[src/ocf_pkg.sv]
`default_nettype none

package ocf_pkg;

	localparam int unsigned ByteW = 8;
	localparam int unsigned OpW   = 2;
	localparam int unsigned DataW = 32;
	localparam int unsigned AddrW = 3;

	typedef logic [ByteW-1:0] byte_t;

	typedef enum logic [OpW-1:0] {
		OP_FUSE  = 2'd0,
		OP_DECAY = 2'd1,
		OP_ERASE = 2'd2
	} op_t;

	typedef enum logic [0:0] {
		REG_FULL_CONF = 1'b0,
		REG_TEMP_CONF = 1'b1
	} reg_idx_t;

	// map labels
	localparam byte_t LABEL_FIXED   = 8'd255;
	localparam byte_t LABEL_TEMP    = 8'd200;
	localparam byte_t LABEL_MISSING = 8'd128;
	localparam byte_t LABEL_FLOOR   = 8'd50;
	localparam byte_t LABEL_NONE    = 8'd0;

	// scan byte codes
	localparam byte_t DEV_FLOOR_LOW  = 8'd78;
	localparam byte_t DEV_FLOOR_HIGH = 8'd178;
	localparam byte_t DEV_MISSING    = 8'd1;
	localparam byte_t ERASE_ABOVE    = 8'd100;
	localparam byte_t BLOB_KEEP      = 8'd255;

	localparam byte_t FULL_CONF_RST = 8'd225;
	localparam byte_t TEMP_CONF_RST = 8'd38;

endpackage

`default_nettype wire

[src/occupancy_cell_fusion.sv]
// occupancy_cell_fusion: per-cell update of an occupancy grid map stream.
// Request channel (cell_valid/cell_ready) carries the operation, the cell's
// old label and confidence, and the scan's blocked and deviation bytes.
// Result channel (result_valid/result_ready) returns new_label and
// new_confidence, exactly one result per request, in order.
// A request passes through the input register, one level of decision logic
// and the result register. Throughput: one request per cycle while the
// receiver does not stall; the whole decision fits between the input register
// and the result register.
// When the receiver stalls, the result register holds and the input register
// fills behind it; cell_ready drops only when both are occupied.
// Reset (arst_n low, asynchronous) empties both stages and loads the
// confidence registers with 225 (full) and 38 (temporary).
// The APB port writes full_confidence at 0x0 and temporary_confidence at 0x4;
// pready is tied high. Write registers only while no request is in flight.
`default_nettype none

module occupancy_cell_fusion (
	input  wire logic                          clk,
	input  wire logic                          arst_n,
	// request channel
	input  wire logic                          cell_valid,
	output logic                               cell_ready,
	input  wire logic [ocf_pkg::OpW-1:0]       operation,
	input  wire logic [ocf_pkg::ByteW-1:0]     old_label,
	input  wire logic [ocf_pkg::ByteW-1:0]     old_confidence,
	input  wire logic [ocf_pkg::ByteW-1:0]     blocked,
	input  wire logic [ocf_pkg::ByteW-1:0]     deviation,
	// result channel
	output logic                               result_valid,
	input  wire logic                          result_ready,
	output logic [ocf_pkg::ByteW-1:0]          new_label,
	output logic [ocf_pkg::ByteW-1:0]          new_confidence,
	// configuration
	input  wire logic                          psel,
	input  wire logic                          penable,
	input  wire logic                          pwrite,
	input  wire logic [ocf_pkg::AddrW-1:0]     paddr,
	input  wire logic [ocf_pkg::DataW-1:0]     pwdata,
	output logic [ocf_pkg::DataW-1:0]          prdata,
	output logic                               pready
);

	ocf_pkg::byte_t full_conf_q;
	ocf_pkg::byte_t temp_conf_q;
	logic           reg_sel;
	logic           reg_wr;

	logic                      valid_s1;
	logic [ocf_pkg::OpW-1:0]   op_s1;
	ocf_pkg::byte_t            label_s1;
	ocf_pkg::byte_t            conf_s1;
	ocf_pkg::byte_t            blk_s1;
	ocf_pkg::byte_t            dev_s1;

	logic           valid_s2;
	ocf_pkg::byte_t label_s2;
	ocf_pkg::byte_t conf_s2;

	logic           adv_s1;
	ocf_pkg::byte_t nl;
	ocf_pkg::byte_t nc;

	// configuration registers
	assign pready  = 1'b1;
	assign reg_sel = paddr[ocf_pkg::AddrW-1];
	assign reg_wr  = psel & penable & pwrite & pready;

	always_ff @(posedge clk or negedge arst_n) begin
		if (!arst_n) begin
			full_conf_q <= ocf_pkg::FULL_CONF_RST;
			temp_conf_q <= ocf_pkg::TEMP_CONF_RST;
		end else if (reg_wr) begin
			case (reg_sel)
				ocf_pkg::REG_FULL_CONF: full_conf_q <= pwdata[ocf_pkg::ByteW-1:0];
				ocf_pkg::REG_TEMP_CONF: temp_conf_q <= pwdata[ocf_pkg::ByteW-1:0];
				default: ;
			endcase
		end
	end

	always_comb begin
		case (reg_sel)
			ocf_pkg::REG_FULL_CONF:
				prdata = {{(ocf_pkg::DataW-ocf_pkg::ByteW){1'b0}}, full_conf_q};
			ocf_pkg::REG_TEMP_CONF:
				prdata = {{(ocf_pkg::DataW-ocf_pkg::ByteW){1'b0}}, temp_conf_q};
			default:
				prdata = '0;
		endcase
	end

	// pipeline control
	assign adv_s1     = valid_s1 & (~valid_s2 | result_ready);
	assign cell_ready = ~valid_s1 | adv_s1;

	always_ff @(posedge clk or negedge arst_n) begin
		if (!arst_n) begin
			valid_s1 <= 1'b0;
		end else if (cell_ready) begin
			valid_s1 <= cell_valid;
		end
	end

	always_ff @(posedge clk) begin
		if (cell_valid && cell_ready) begin
			op_s1    <= operation;
			label_s1 <= old_label;
			conf_s1  <= old_confidence;
			blk_s1   <= blocked;
			dev_s1   <= deviation;
		end
	end

	// cell decision
	always_comb begin
		nl = label_s1;
		nc = conf_s1;
		case (op_s1)
			ocf_pkg::OP_FUSE: begin
				if (dev_s1 inside {[ocf_pkg::DEV_FLOOR_LOW:ocf_pkg::DEV_FLOOR_HIGH]}) begin
					nl = ocf_pkg::LABEL_FLOOR;
					nc = full_conf_q;
				end else if (dev_s1 == ocf_pkg::DEV_MISSING) begin
					// fill only empty or expired cells
					if (conf_s1 == '0 || label_s1 <= ocf_pkg::DEV_MISSING) begin
						nl = ocf_pkg::LABEL_MISSING;
						nc = full_conf_q;
					end
				end else if (blk_s1 != '0) begin
					// obstacle over known floor or temporary: treat as moving
					if (conf_s1 != '0 &&
					    (label_s1 == ocf_pkg::LABEL_FLOOR || label_s1 == ocf_pkg::LABEL_TEMP)) begin
						nl = ocf_pkg::LABEL_TEMP;
						nc = (conf_s1 < temp_conf_q) ? conf_s1 : temp_conf_q;
					end else begin
						nl = ocf_pkg::LABEL_FIXED;
						nc = full_conf_q;
					end
				end else if (dev_s1 > ocf_pkg::DEV_MISSING) begin
					nc = full_conf_q;
				end
			end
			ocf_pkg::OP_DECAY: begin
				nc = (conf_s1 != '0) ? conf_s1 - 8'd1 : conf_s1;
			end
			ocf_pkg::OP_ERASE: begin
				if (label_s1 > ocf_pkg::ERASE_ABOVE && blk_s1 != ocf_pkg::BLOB_KEEP)
					nl = ocf_pkg::LABEL_NONE;
			end
			default: ;
		endcase
	end

	// result register
	always_ff @(posedge clk or negedge arst_n) begin
		if (!arst_n) begin
			valid_s2 <= 1'b0;
		end else if (~valid_s2 | result_ready) begin
			valid_s2 <= valid_s1;
		end
	end

	always_ff @(posedge clk) begin
		if (adv_s1) begin
			label_s2 <= nl;
			conf_s2  <= nc;
		end
	end

	assign result_valid   = valid_s2;
	assign new_label      = label_s2;
	assign new_confidence = conf_s2;

`ifndef SYNTH
	a_ready_low_full: assert property (@(posedge clk) disable iff (!arst_n)
		!cell_ready |-> (valid_s1 && valid_s2 && !result_ready))
		else $error("request stage stalled while a slot was free");

	a_accept_loads: assert property (@(posedge clk) disable iff (!arst_n)
		cell_valid && cell_ready |=> valid_s1)
		else $error("accepted request lost from input stage");

	a_stall_keeps: assert property (@(posedge clk) disable iff (!arst_n)
		valid_s1 && valid_s2 && !result_ready |=> valid_s1 && valid_s2)
		else $error("item dropped during stall");

	a_decay: assert property (@(posedge clk) disable iff (!arst_n)
		adv_s1 && op_s1 == ocf_pkg::OP_DECAY |=>
		(new_confidence == (($past(conf_s1) == 8'd0) ? 8'd0 : $past(conf_s1) - 8'd1)))
		else $error("decay result wrong");

	a_erase_never_raises: assert property (@(posedge clk) disable iff (!arst_n)
		adv_s1 && op_s1 == ocf_pkg::OP_ERASE |=>
		(new_label <= $past(label_s1) && new_confidence == $past(conf_s1)))
		else $error("erase changed more than the label");
`endif

endmodule

`default_nettype wire

[config.mk]
export PLATFORM = sky130hd
export DESIGN_NAME = occupancy_cell_fusion
export DESIGN_NICKNAME = d
export VERILOG_FILES = /design/src/ocf_pkg.sv /design/src/occupancy_cell_fusion.sv
export SDC_FILE = /design/constraint.sdc
export NUM_CORES = 1
export LEC_CHECK = 0
export ABC_AREA = 1
export BUFFER_PORTS_ARGS = -buffer_cell sky130_fd_sc_hd__buf_2
export CORE_MARGIN = 4
export CORE_UTILIZATION = 52
export DETAILED_ROUTE_END_ITERATION = 6
export PLACE_DENSITY = 0.81
export REMOVE_ABC_BUFFERS = 1
export SYNTH_ARGS = -nofsm -noshare
export SYNTH_HDL_FRONTEND = slang
export SYNTH_SLANG_ARGS = --single-unit
[constraint.sdc]
create_clock -name clk -period 2.64 [get_ports clk]
set_clock_uncertainty 0.05 [all_clocks]
set_input_delay 0 -clock clk [delete_from_list [all_inputs] [get_ports clk]]
set_output_delay 0 -clock clk [all_outputs]
set_load 0.05 [all_outputs]
==> results.rst <==
.. list-table::
   :header-rows: 1

   * - Metric
     - Value
   * - Biggest fanout along the worst timing path
     - 8
   * - Mean post-synth cell area
     - 8.47 sq um
   * - Total global routing overflow
     - 0
   * - RSZ-0062 raised after global routing
     - no
   * - Arrival @ worst endpoint
     - approximately 2.5 ns
   * - Longest Clk Path Bufs
     - 2
   * - Crit Path Class
     - reg -> reg
   * - Layout Area Growth over Synthesis
     - 27.3%
   * - Routability Congestion
     - 0.927
   * - Clock transition at the register clock pins on the worst setup and hold paths after CTS
     - 0.08 ns
   * - Worst skew pair latency
     - between 0.3 and 0.4 ns
   * - Core ar.
     - between 7000 and 8000 sq um
   * - Count of vias placed by the detailed router
     - 3696
   * - Starting utilization of the core area
     - a little over half
   * - Cell area after technology mapping
     - 4030 sq um
   * - Number of failing hold endpoints at the final stage
     - 0
   * - Total design power
     - 3.24 mW
   * - Antenna violations before repair
     - 0
   * - Fraction of the yosys area taken by sequential cells
     - about half
   * - Worst IR drop on VDD
     - between 0.0004 and 0.0005 V
   * - Layout cells sized above 1
     - 20.0%
   * - Overall routed net length
     - 10100 um
   * - Floorplan die area
     - ~9200 sq um
   * - Number of standard cells in the layout, taps in and fillers out
     - about 710
   * - Setup-failing EPs final
     - 0
   * - CTS Sinks
     - between 60 and 70
   * - Remaining routing DRC violations
     - 0
   * - Post-DR vias/cell
     - approximately 5.2
   * - Power density over the cells
     - between 600 and 700 nW/um^2
   * - GR Util All Layers
     - a little under a quarter
   * - Count of hold buffers inserted by post-cts repair
     - 47
   * - Number of flip-flops and latches in the synthesized netlist
     - a little under 70
   * - Quantity of gates resized following cts
     - 0
   * - Die outline height
     - slightly below 100 um
   * - Root buffer selected by CTS
     - clkbuf_8
   * - Tightest Hold Check Type
     - in -> async
   * - Highest Clock Rate
     - slightly above 400 MHz
   * - Synth unique cells
     - 38
   * - Estimated wirelength of the detail-placed design
     - between 6000 and 7000 um
   * - PortBufs
     - 75
   * - Final hold slack
     - 0.0563 ns
   * - Number of buffers created by CTS
     - 9
   * - Standby leakage power
     - roughly 2.4 nW
   * - Max cap viols
     - 0
   * - Most common cell after layout, fill and taps aside
     - nand2_1
   * - Worst Path Required
     - about 2.7 ns
   * - Total I/O pin count
     - around 130
   * - Die X-Extent
     - around 96 um
   * - CP startpoint kind
     - register
   * - DRC marker count from the first detailed-route iteration
     - roughly 270
   * - Placement Rows
     - 31
   * - Final period utilization
     - between 90% and 100%
   * - Minimum clock period
     - roughly 2.4 ns
   * - Post-DRT Antenna Nets
     - 0
   * - Number of max-slew violations in the final report
     - 0
   * - Total Neg Setup Slack
     - 0 ns
   * - TritonCTS clock tree
     - built
   * - Number of nets at the end of the flow
     - 690
   * - Number of global-route vias before repair
     - around 3600
   * - Number of H-tree branching levels
     - 3
   * - Inst Count DP
     - around 650
   * - Synthesized netlist cell count
     - 476
   * - Outcome
     - complete, no violations
   * - First-pass GRT wire length
     - 16400 um
   * - Total number of yosys warnings
     - 0
   * - Setup repair bufs after CTS
     - 0
   * - Kind of capture point of the worst setup path
     - register
   * - Detailed Routing Iterations Pass 1
     - 5
   * - Pin count of the biggest net entering global routing
     - 35
   * - Avg WL per Cell
     - about 14 um
   * - Top library cells by usage in the layout, fill and taps aside
     - nand2_1 (117), buf_2 (75), inv_1 (74), o21ai_0 (55), edfxtp_1 (50)
## critical path, stage by stage (launching register included)
cell and delay, ns:
edfxtp_1 0.52, ha_1 0.35, nand2_1 0.07, inv_1 0.04
nor2_1 0.09, o21a_1 0.27, nand2_4 0.12, inv_1 0.20
o21ai_0 0.11, nand2_1 0.07, nand2_1 0.05, nand2_1 0.05
nand2_1 0.05, nand2_1 0.06, nand2_1 0.06
## per-layer routing
| metal | vias to the layer above | wire, um | part of all wire [%] | GRT usage [%] |
|---|---|---|---|---|
| met2 | 181 | 5140 | 51 | 41.5 |
| met5 | - | 0 | 0 | 0 |
| met1 | 1702 | 3810 | 38 | 27.5 |
| li1 | 1792 | - | - | - |
| met4 | 0 | 236 | 2.3 | 9.95 |
| met3 | 21 | 873 | 8.7 | 4.69 |
## kinds of logic after synthesis
group                    after synthesis  share of synthesized area [%]
AO/OA/AOI/OAI                         97                           13.7
XOR/XNOR                               7                           1.52
adder cells (fa/ha/maj)                8                           2.48
buffers and inverters                111                           13.0
flip-flops                            68                           48.6
other                                  2                          0.186
AND/OR/NAND/NOR                      183                           20.5
## where the power goes
group / leakage (nW) / internal [mW] / switching [mW]
Sequential: 0.691 / 1.31 / 0.100
Clock: 0.110 / 0.536 / 0.423
Combinational: 1.63 / 0.261 / 0.609
## cell usage after synthesis, drive strengths merged
cell,n,share of area (%)
o21ai,60,7.5
xnor2,1,0.22
nand3,20,2.6
buf,28,5.2
conb,2,0.19
a211oi,5,0.93
o31ai,1,0.19
and3,1,0.16
ha,8,2.5
clkbuf,4,0.37
edfxtp,50,37
o2111ai,3,0.65
inv,79,7.4
dfstp,7,4.6
o21a,1,0.19
nor3,12,1.5
nand3b,1,0.19
o22ai,8,1.2
o211ai,6,1.1
a21oi,12,1.7
nand2,121,12
xor2,6,1.3
nand4,4,0.99
dfrtp,11,6.8
nor2,24,3.2
a22oi,1,0.19
## state kept, by name (all words and copies together) (netlist names)
| name | count |
|---|---|
| conf_s1 | 8 |
| full_conf_q | 8 |
| dev_s1 | 8 |
| new_label | 8 |
| blk_s1 | 8 |
| result_valid | 1 |
| op_s1 | 2 |
| label_s1 | 8 |
| valid_s1 | 1 |
| temp_conf_q | 8 |
| new_confidence | 8 |
## per-stage QoR
| step | worst slack (ns) | instance area, sq um | utilization, % |
|---|---|---|---|
| 3_3_place_gp | 0.413 | 4440 | 59.9 |
| 4_1_cts | 0.273 | 5130 | 69.2 |
| 2_1_floorplan | 0.263 | 3890 | - |
| 6_report | 0.229 | 5130 | 69.3 |
| 3_5_place_dp | 0.330 | 4440 | 59.9 |
| 5_1_grt | 0.0443 | 5130 | 69.2 |
## area by class of cell
| type | count | area, sq um |
|---|---|---|
| Timing Repair Buffer | 128 | 891 |
| Clock buffer | 9 | 124 |
| Inverter | 79 | 297 |
| Antenna cell | 1 | 2.50 |
| Clock inverter | 7 | 98.8 |
| Multi-Input combinational cell | 320 | 1640 |
| Sequential cell | 68 | 1960 |
| Tap cell | 99 | 124 |
| Fill cell | 553 | 2280 |
## path summary, 6_finish.rpt
| path | from | endpoint | slack [ns] | depth (start not counted) |
|---|---|---|---|---|
| worst max-delay path | conf_s1[7] | new_confidence[3] | 0.23 | 14 |
| worst min register to register | temp_conf_q[4] | temp_conf_q[4] | 0.46 | 2 |
| worst min-delay path | arst_n | temp_conf_q[3] | 0.06 | 2 |
| worst max register to register | conf_s1[7] | new_confidence[3] | 0.23 | 14 |
| max in group asynchronous | arst_n | full_conf_q[5] | 2.14 | 2 |
| min in group clk | paddr[2] | temp_conf_q[1] | 0.25 | 3 |
(Power assumes the default switching activity.)
